===== src/rtl/core/fbr_pkg.sv =====
// Shared types and constants for the FNV-1a bucket router.
// Used by fbr_front, fbr_queue, fbr_back and fnv1a_bucket_router.
package fbr_pkg;

    localparam logic [31:0] FNV_BASIS       = 32'd2166136261;
    localparam logic [31:0] FNV_PRIME       = 32'd16777619;
    localparam logic [7:0]  KEY_SEP         = 8'h1F;

    // bucket_count register
    localparam int          CNT_W           = 17;
    localparam logic [CNT_W-1:0] DEFAULT_BUCKETS = 17'd64;

    localparam int          IDX_W           = 16;
    localparam int          QUEUE_DEPTH     = 2;

    // finished key handed from front to back
    typedef struct packed {
        logic [31:0] hash;
        logic        too_long;
    } key_result_t;

endpackage


===== src/rtl/core/fnv1a_bucket_router.sv =====
// Top level of the FNV-1a bucket router: config register, front, queue, back.
// Depends on fbr_pkg, fbr_front, fbr_queue, fbr_back.
//
//  channel   direction  fields (low bit first)
//  s_*       in         tdata: key_byte[7:0]; tuser: byte_present; tlast: key_end
//  m_*       out        tdata: bucket_index[15:0], prefix_hash[47:16]; tuser: key_too_long
//  cfg_*     in         cfg_data: bucket_count[16:0]
//
// Front takes one request per cycle while the queue has a free slot; a full queue stalls all.
// Each key then passes through the back end: a 32-step serial modulo, the load and the output.
// The queue holds two finished keys so the front keeps streaming during a modulo.
// aresetn is synchronous, active low; bucket_count resets to 64.
// m_tvalid holds with stable data until m_tready; a stalled output backs up the queue.
module fnv1a_bucket_router import fbr_pkg::*; #(
    parameter int MAX_BUCKETS   = 65536,
    parameter int MAX_KEY_BYTES = 512
) (
    input  logic              aclk,
    input  logic              aresetn,
    input  logic              s_tvalid,
    output logic              s_tready,
    input  logic [7:0]        s_tdata,   // key_byte
    input  logic              s_tuser,   // byte_present
    input  logic              s_tlast,   // key_end
    output logic              m_tvalid,
    input  logic              m_tready,
    output logic [47:0]       m_tdata,   // bucket_index, prefix_hash
    output logic              m_tuser,   // key_too_long
    input  logic              cfg_valid,
    output logic              cfg_ready,
    input  logic [CNT_W-1:0]  cfg_data   // bucket_count
);

    logic [CNT_W-1:0] bucket_count_reg;
    logic             in_fire;
    logic             push, pop, q_empty, q_full;
    key_result_t      push_data, pop_data;
    logic [IDX_W-1:0] out_index;
    logic [31:0]      out_hash;

    assign cfg_ready = 1'b1;
    assign s_tready  = !q_full;
    assign in_fire   = s_tvalid && s_tready;

    always_ff @(posedge aclk) begin
        if (!aresetn) begin
            bucket_count_reg <= DEFAULT_BUCKETS;
        end else if (cfg_valid && cfg_ready) begin
            bucket_count_reg <= cfg_data;
        end
    end

    fbr_front #(
        .MAX_KEY_BYTES (MAX_KEY_BYTES)
    ) u_front (
        .aclk       (aclk),
        .aresetn    (aresetn),
        .in_fire    (in_fire),
        .in_byte    (s_tdata),
        .in_present (s_tuser),
        .in_end     (s_tlast),
        .push       (push),
        .push_data  (push_data)
    );

    fbr_queue u_queue (
        .aclk      (aclk),
        .aresetn   (aresetn),
        .push      (push),
        .push_data (push_data),
        .pop       (pop),
        .pop_data  (pop_data),
        .empty     (q_empty),
        .full      (q_full)
    );

    fbr_back #(
        .MAX_BUCKETS (MAX_BUCKETS)
    ) u_back (
        .aclk         (aclk),
        .aresetn      (aresetn),
        .bucket_count (bucket_count_reg),
        .q_empty      (q_empty),
        .q_data       (pop_data),
        .q_pop        (pop),
        .m_valid      (m_tvalid),
        .m_ready      (m_tready),
        .m_index      (out_index),
        .m_hash       (out_hash),
        .m_too_long   (m_tuser)
    );

    assign m_tdata = {out_hash, out_index};

endmodule


===== src/rtl/core/fbr_front.sv =====
// Front end: folds prefix bytes into the FNV-1a hash, one request per cycle while
// in_fire. At key end pushes a key_result_t into the queue. Depends on fbr_pkg.
module fbr_front import fbr_pkg::*; #(
    parameter int MAX_KEY_BYTES = 512
) (
    input  logic        aclk,
    input  logic        aresetn,
    input  logic        in_fire,
    input  logic [7:0]  in_byte,
    input  logic        in_present,
    input  logic        in_end,
    output logic        push,
    output key_result_t push_data
);

    localparam int BC_W = $clog2(MAX_KEY_BYTES + 2);

    logic [31:0]     hash_reg, hash_next;
    logic            sep_reg, sep_next;
    logic [BC_W-1:0] count_reg, count_next;

    logic [31:0] mixed;
    logic [31:0] folded;

    assign mixed  = hash_reg ^ {24'd0, in_byte};
    assign folded = 32'(mixed * FNV_PRIME);

    always_comb begin
        hash_next  = hash_reg;
        sep_next   = sep_reg;
        count_next = count_reg;
        if (in_present) begin
            if (count_reg <= BC_W'(MAX_KEY_BYTES)) begin
                count_next = count_reg + 1'b1;
            end
            if (!sep_reg) begin
                if (in_byte == KEY_SEP) begin
                    sep_next = 1'b1;
                end else begin
                    hash_next = folded;
                end
            end
        end
    end

    assign push               = in_fire && in_end;
    assign push_data.hash     = hash_next;
    assign push_data.too_long = count_next > BC_W'(MAX_KEY_BYTES);

    always_ff @(posedge aclk) begin
        if (!aresetn) begin
            hash_reg  <= FNV_BASIS;
            sep_reg   <= 1'b0;
            count_reg <= '0;
        end else if (in_fire) begin
            if (in_end) begin
                hash_reg  <= FNV_BASIS;
                sep_reg   <= 1'b0;
                count_reg <= '0;
            end else begin
                hash_reg  <= hash_next;
                sep_reg   <= sep_next;
                count_reg <= count_next;
            end
        end
    end

    // count saturates one past the limit
    a_count_sat: assert property (@(posedge aclk) disable iff (!aresetn)
        count_reg <= BC_W'(MAX_KEY_BYTES + 1))
        else $error("byte count past saturation");

    // hash frozen once the separator was seen
    a_hash_frozen: assert property (@(posedge aclk) disable iff (!aresetn)
        (sep_reg && in_fire && !in_end) |=> $stable(hash_reg))
        else $error("hash changed after separator");

endmodule


===== src/rtl/core/fbr_queue.sv =====
// Short FIFO of finished keys between front and back end.
// Depends on fbr_pkg for key_result_t and QUEUE_DEPTH.
module fbr_queue import fbr_pkg::*; (
    input  logic        aclk,
    input  logic        aresetn,
    input  logic        push,
    input  key_result_t push_data,
    input  logic        pop,
    output key_result_t pop_data,
    output logic        empty,
    output logic        full
);

    localparam int PTR_W = (QUEUE_DEPTH > 1) ? $clog2(QUEUE_DEPTH) : 1;
    localparam int OCC_W = $clog2(QUEUE_DEPTH + 1);

    key_result_t       mem [QUEUE_DEPTH];
    logic [PTR_W-1:0]  wr_ptr_reg, rd_ptr_reg;
    logic [OCC_W-1:0]  occ_reg;

    assign empty    = occ_reg == '0;
    assign full     = occ_reg == OCC_W'(QUEUE_DEPTH);
    assign pop_data = mem[rd_ptr_reg];

    always_ff @(posedge aclk) begin
        if (push) begin
            mem[wr_ptr_reg] <= push_data;
        end
    end

    always_ff @(posedge aclk) begin
        if (!aresetn) begin
            wr_ptr_reg <= '0;
            rd_ptr_reg <= '0;
            occ_reg    <= '0;
        end else begin
            if (push) begin
                wr_ptr_reg <= (wr_ptr_reg == PTR_W'(QUEUE_DEPTH - 1)) ? '0 : wr_ptr_reg + 1'b1;
            end
            if (pop) begin
                rd_ptr_reg <= (rd_ptr_reg == PTR_W'(QUEUE_DEPTH - 1)) ? '0 : rd_ptr_reg + 1'b1;
            end
            if (push && !pop) begin
                occ_reg <= occ_reg + 1'b1;
            end else if (pop && !push) begin
                occ_reg <= occ_reg - 1'b1;
            end
        end
    end

    a_no_overflow: assert property (@(posedge aclk) disable iff (!aresetn)
        push |-> !full)
        else $error("push into full queue");

    a_no_underflow: assert property (@(posedge aclk) disable iff (!aresetn)
        pop |-> !empty)
        else $error("pop from empty queue");

endmodule


===== src/rtl/core/fbr_back.sv =====
// Back end: bit-serial modulo of the prefix hash by the bucket count,
// plus the result output register. Depends on fbr_pkg.
module fbr_back import fbr_pkg::*; #(
    parameter int MAX_BUCKETS = 65536
) (
    input  logic              aclk,
    input  logic              aresetn,
    input  logic [CNT_W-1:0]  bucket_count,
    input  logic              q_empty,
    input  key_result_t       q_data,
    output logic              q_pop,
    output logic              m_valid,
    input  logic              m_ready,
    output logic [IDX_W-1:0]  m_index,
    output logic [31:0]       m_hash,
    output logic              m_too_long
);

    localparam logic [1:0] ST_IDLE = 2'd0;
    localparam logic [1:0] ST_DIV  = 2'd1;
    localparam logic [1:0] ST_HOLD = 2'd2;

    logic [1:0]       state_reg;
    logic [4:0]       step_reg;
    logic [31:0]      dvd_reg;
    logic [31:0]      hash_reg;
    logic             long_reg;
    logic [CNT_W-1:0] div_reg;
    logic [CNT_W-1:0] rem_reg;

    logic             out_valid_reg;
    logic [IDX_W-1:0] out_index_reg;
    logic [31:0]      out_hash_reg;
    logic             out_long_reg;

    logic [CNT_W-1:0] base_cnt, eff_cnt;
    logic [CNT_W:0]   trial;
    logic [CNT_W-1:0] rem_next;
    logic             load_out;

    // zero means default; above the directory size clamps
    always_comb begin
        base_cnt = (bucket_count == '0) ? DEFAULT_BUCKETS : bucket_count;
        if (32'(base_cnt) > 32'(MAX_BUCKETS)) begin
            eff_cnt = CNT_W'(MAX_BUCKETS);
        end else begin
            eff_cnt = base_cnt;
        end
    end

    // one restoring step per cycle, quotient bits dropped
    always_comb begin
        trial = {rem_reg, dvd_reg[31]};
        if (trial >= {1'b0, div_reg}) begin
            rem_next = CNT_W'(trial - {1'b0, div_reg});
        end else begin
            rem_next = trial[CNT_W-1:0];
        end
    end

    assign q_pop    = (state_reg == ST_IDLE) && !q_empty;
    assign load_out = (state_reg == ST_HOLD) && (!out_valid_reg || m_ready);

    always_ff @(posedge aclk) begin
        if (!aresetn) begin
            state_reg <= ST_IDLE;
            step_reg  <= '0;
        end else begin
            case (state_reg)
                ST_IDLE: begin
                    if (q_pop) begin
                        state_reg <= ST_DIV;
                        step_reg  <= 5'd31;
                    end
                end
                ST_DIV: begin
                    step_reg <= step_reg - 1'b1;
                    if (step_reg == '0) begin
                        state_reg <= ST_HOLD;
                    end
                end
                ST_HOLD: begin
                    if (load_out) begin
                        state_reg <= ST_IDLE;
                    end
                end
                default: state_reg <= ST_IDLE;
            endcase
        end
    end

    always_ff @(posedge aclk) begin
        if (q_pop) begin
            dvd_reg  <= q_data.hash;
            hash_reg <= q_data.hash;
            long_reg <= q_data.too_long;
            div_reg  <= eff_cnt;
            rem_reg  <= '0;
        end else if (state_reg == ST_DIV) begin
            dvd_reg <= {dvd_reg[30:0], 1'b0};
            rem_reg <= rem_next;
        end
    end

    always_ff @(posedge aclk) begin
        if (!aresetn) begin
            out_valid_reg <= 1'b0;
        end else if (load_out) begin
            out_valid_reg <= 1'b1;
        end else if (m_ready) begin
            out_valid_reg <= 1'b0;
        end
    end

    always_ff @(posedge aclk) begin
        if (load_out) begin
            out_index_reg <= rem_reg[IDX_W-1:0];
            out_hash_reg  <= hash_reg;
            out_long_reg  <= long_reg;
        end
    end

    assign m_valid    = out_valid_reg;
    assign m_index    = out_index_reg;
    assign m_hash     = out_hash_reg;
    assign m_too_long = out_long_reg;

    a_rem_bound: assert property (@(posedge aclk) disable iff (!aresetn)
        (state_reg == ST_HOLD) |-> (rem_reg < div_reg))
        else $error("remainder not below divisor");

    a_div_nonzero: assert property (@(posedge aclk) disable iff (!aresetn)
        (state_reg == ST_DIV) |-> (div_reg != '0))
        else $error("zero divisor in modulo unit");

endmodule


===== config.mk =====
export PLATFORM = sky130hd
export DESIGN_NAME = fnv1a_bucket_router
export DESIGN_NICKNAME = d
export VERILOG_FILES = /design/src/rtl/core/fbr_pkg.sv /design/src/rtl/core/fnv1a_bucket_router.sv /design/src/rtl/core/fbr_front.sv /design/src/rtl/core/fbr_queue.sv /design/src/rtl/core/fbr_back.sv
export SDC_FILE = /design/constraint.sdc
export NUM_CORES = 1
export LEC_CHECK = 0
export BUFFER_PORTS_ARGS = -buffer_cell sky130_fd_sc_hd__buf_2
export CAP_MARGIN = 40
export CORE_MARGIN = 3
export CORE_UTILIZATION = 50
export DETAILED_ROUTE_END_ITERATION = 12
export MAX_ROUTING_LAYER = met4
export PLACE_DENSITY_LB_ADDON = 0.1
export SYNTH_ARGS = -nofsm -noshare
export SYNTH_HDL_FRONTEND = slang
export SYNTH_SLANG_ARGS = --single-unit

===== constraint.sdc =====
create_clock -name aclk -period 10.39 [get_ports aclk]
set_clock_uncertainty 0.15 [all_clocks]
set_input_delay 0.5195 -clock aclk [delete_from_list [all_inputs] [get_ports aclk]]
set_output_delay 0.5195 -clock aclk [all_outputs]
set_load 0.01 [all_outputs]

After elaboration in Yosys (flattened, before gate mapping)
Memory sizes are Yosys's and may differ from the RTL's. A register that Yosys moved wholly into a read port is not among the register bits.
Index checks and enable logic that the tools add are counted.
Widths: inputs -> output; s select.
Cells by class
  $add $sub $neg: 7
  $mul: 1
  magnitude comparators: 4
  eq/ne operators: 7
  muxes and demuxes: 31
  bitwise gates (word level): 1
  reduce and logical (&&, ||, !) cells: 24
Operators with widths (count)
  $mux 32: 6
  $mux 17: 2
  $mul 32x25->32 const B: 1
  $xor 32x8->32: 1
  $mux 10: 3
  $ge 18x17->1: 1
  $gt 17x17->1 const B: 1
  $logic_not 17->1: 1
  $sub 17x17->17: 1
  $mux 1: 12
  $add 10x1->10 const B: 1
  $gt 10x10->1 const B: 1
  $le 10x10->1 const B: 1
  $mux 2: 5
  $pmux 5 s2: 1
  $reduce_bool 2->1: 5
  $eq 8x5->1 const B: 1
  $logic_and 1x1->1: 6
  $pmux 2 s3: 1
  $logic_not 1->1: 5
  $logic_not 5->1: 1
  $mux 5: 1
  $sub 5x1->5 const B: 1
  $eq 2x2->1 const B: 2
  10 further kinds: 14
Storage, ports and cells
  bits in registers: 220
  bits in writable memories: 66
  input bits: 32
  output and inout bits: 52
  word-level logic and storage cells: 94
  memories: 1
Memory list
  u_queue.mem: depth 2, width 33, rd ports 1, clocked after Yosys merged registers in 1, write ports 1, RTL line fbr_queue.sv:17  | key_result_t mem [QUEUE_DEPTH];

Logic depth before layout (Yosys ltp)
  depth after elaboration: 8
  depth in mapped cells: 22
  mapped depth without buffers: 21

By module
Synthesis repeated with hierarchy kept, for this count alone.
Second synthesis, totals
  cells, all modules: 1571
  area, all modules: 17774.5 sq um
By module, submodules not included
  fbr_front: instances 1, cells an instance 947, area an instance 8079.0 sq um, sequential area each 860.8 sq um
  fbr_back: instances 1, cells an instance 441, area an instance 6432.4 sq um, sequential area each 4434.3 sq um
  fbr_queue: instances 1, cells an instance 125, area an instance 2592.5 sq um, sequential area each 2082.0 sq um
  fnv1a_bucket_router: instances 1, cells an instance 58, area an instance 670.6 sq um, sequential area each 340.3 sq um

Least setup slack after synthesis
No wires, ideal clock.
  kind: input port to flip-flop
  from: input s_tdata[4]
  to: memory u_queue.mem[0][31] (netlist name), data pin
  library setup time: 0.270 ns
  arrival: 5.383 ns
  data required time: 9.970 ns
  slack: 4.587 ns
  cell stages on the path: 20
  path buffers: 0
  path through: xor2_1 -> ha_1 -> ha_1 -> fa_1 -> ha_1 -> fa_1 -> ha_1 -> inv_1 -> fa_1 -> inv_1 -> ha_1 -> a21oi_2 -> nand2_1 -> a211o_1 -> a41o_1 -> a32o_1 -> o41a_1 -> a31o_1 -> xnor2_2 -> o21ai_1
RTL lines
  start, declared: RTL line fnv1a_bucket_router.sv:22  | input logic [7:0] s_tdata,
  end, declared: RTL line fbr_queue.sv:17

==> reports/metrics.cfg <==
[place]
dp_hpwl_mm = 27.88
place.gp.congestion = 0.9448
dp.cells = 2096
pre_cts_ws_ns = 3.741
numPortBuffers = 82

[routing]
wirelength_mm = 36.55
firstDrtPassIters = 5
wire_per_inst_um = 16.98
viasPerCell = 5.213
drc = 0
postRouteAntennaNets = 0
drt_iter0_drc = 617
via_count = 11218

[die]
start_util_pct = 51.30
core_um2 = 33870
dieArea_um2 = 37020
dieHeight_um = 192.4
ios = 84
die_x_um = 192.4
fp-row-count = 67

[sta]
hold_violations = 0
slew_violations = 0
setup_tns_ns = 0
hold_ws_ns = 0.03830
setup_viol_count_final = 0
worst_slack_ns = 3.891
worstMarginPinSlew_ns = 0.8218
slew_headroom_pct = 45.01
rsz0062_at_grt = no
min_period_ns = 6.499
max_freq_mhz = 153.9
period_share_pct = 62.55

[yosys]
async_flop_share_pct = 0
yosys_warnings = 0
synth_top_family_by_area = adder cells
netlist_area_um2 = 17380
synth_edf_count = 197
netlist_instances = 1597
synth-xor-area-share_pct = 3.773
synthAdderAreaFrac_pct = 23.48
yosys.area_share.simple_pct = 10.18
syn-num-nets = 1910
synth.avg_cell_area_um2 = 10.88
synth_compound_area_share_pct = 8.079
synth.mux.area_fraction_pct = 4.119
synthFlopType = edfxtp_1
synthDistinctLibCells = 74
synth_seq_cells = 287
synth-seq-area-share_pct = 44.42

[worst_setup_path]
startpoint = u_front.hash_reg[4]$_SDFFE_PN0P_
slowest_stage = xor2_1
crit_chain = xor2_1, ha_1, ha_1, fa_1, ha_1, fa_1, ha_1, inv_1, fa_1, inv_1, ha_1, nand2_1, nor3_1, a211o_1, a41o_1, a31o_2, a211o_1, a21oi_1, xor2_1, o21ai_0
cp_top_family = adder cells
worstReg2RegStart = u_front.hash_reg[4]$_SDFFE_PN0P_
crit_cells = 20
cp.required_ns = 10.51
crit_path_frequent_cell = ha_1
crit_path_start_kind = flip-flop
reg2reg_depth = 20
max_stage_delay_ns = 0.56
critical_path_arrival_ns = 6.61
path_buf_inv = 2
crit_path_max_fanout = 6
end_kind = flip-flop
crit_type = reg2reg

[cells_and_area]
multi_input_area_um2 = 8643
final_common_cell = inv_1
n_antenna_cell = 0
instances_no_fill = 2152
syn2layout_area_growth_pct = 11.46
regMostFlops = u_queue.mem
largest_register_ffs = 66
seqCellArea_um2 = 7717
fin_nets = 1993
drive_above_1_share_pct = 11.91
final_cell_mix = 222 x inv_1, 206 x ha_1, 197 x edfxtp_1
n_fill_cell = 2952

[grt]
antenna_found_initial = 0
gr-total-overflow = 0
grtUsageTotal_pct = 20.80
grt_pass1_vias = 10812
grt_max_degree = 65
grt_first_pass_wirelength_mm = 59.02

[clock_network]
holdBufCountCts = 0
cts-root-buf = clkbuf_16
cts_setup_buffers = 0
clock_latency_ns = 0.56
cts-resized-gates = 0
clk_path_buf_depth = 3
htreeDepth = 1
cts-buffers-inserted = 30
clk_pin_slew_ns = 0.06
cts_sinks = 287
cts_tree = built

[status]
status = completed

[worst_hold_path]
hold_path_depth = 3
hp-class = in2reg
hold_path_startpoint = cfg_data[6]

[job]
max_cap_viol_count = 0

[per-stage QoR]
step / cell area [µm²] / util, %
3_5_place_dp: 18360 / 54.21
3_3_place_gp: 18250 / 53.88
6_report: 19370 / 57.19
4_1_cts: 19370 / 57.19
2_1_floorplan: 17380 / -
5_1_grt: 19370 / 57.19
[kinds of logic (layout without fill, tap and decap cells)]
family | count (synthesis) | in the layout
fa+ha+maj | 281 | 281
other cells | 1 | 1
flops | 287 | 287
buf+inv | 271 | 378
compound gates | 221 | 221
simple gates | 395 | 395
mux | 67 | 67
xor+xnor | 74 | 74
[metal layers]
| layer | routed length (µm) | vias up | global-route usage [%] |
|---|---|---|---|
| met5 | 0 | - | - |
| met2 | 15920 | 199 | 31.20 |
| met1 | 18620 | 5331 | 30.86 |
| li1 | - | 5634 | - |
| met3 | 1378 | 54 | 2.216 |
| met4 | 632 | 0 | 4.259 |
[worst register-to-register path, stage by stage (launching register included)]
cell and delay (ns):
dfxtp_1 0.42, xor2_1 0.56, ha_1 0.36, ha_1 0.30, fa_1 0.49, ha_1 0.22
fa_1 0.48, ha_1 0.29, inv_1 0.05, fa_1 0.52, inv_1 0.04, ha_1 0.35
nand2_1 0.09, nor3_1 0.05, a211o_1 0.26, a41o_1 0.29, a31o_2 0.31, a211o_1 0.27
a21oi_1 0.22, xor2_1 0.31, o21ai_0 0.17
[final cells by class]
type | count | area share [%]
Clock buffer | 41 | 4.471
Clock inverter | 15 | 0.7365
Inverter | 224 | 4.341
Multi-Input combinational cell | 1039 | 44.63
Sequential cell | 287 | 39.85
Tap cell | 448 | 2.894
Timing Repair Buffer | 98 | 3.082
[cells in the mapped netlist, drive strengths merged, types with 22 or more instances]
master | count | share of area (%)
nor2b | 22 | 0.79
mux2i | 31 | 1.8
nor2 | 70 | 1.5
xor2 | 34 | 1.7
clkbuf | 39 | 0.84
xnor2 | 40 | 2.1
nand2 | 196 | 4.3
ha | 206 | 15
fa | 75 | 8.6
edfxtp | 197 | 34
o21ai | 74 | 2.1
mux2 | 36 | 2.3
nand3 | 26 | 0.75
inv | 224 | 4.8
dfxtp | 90 | 10
a21oi | 51 | 1.5
[path summary, 6_finish.rpt]
kind                                                          to  slack (ns)
worst max-delay path                u_queue.mem[0][21]$_DFFE_PP_        3.89
worst min-delay path            bucket_count_reg[6]$_SDFFE_PN1P_        0.04
worst max register to register      u_queue.mem[0][21]$_DFFE_PP_        3.89
worst min register to register        u_back.m_hash[2]$_DFFE_PP_        0.25
Power is left out: the tool's default activity adds up to more than one toggle a clock period on the data nets, which glitch-free logic cannot reach.
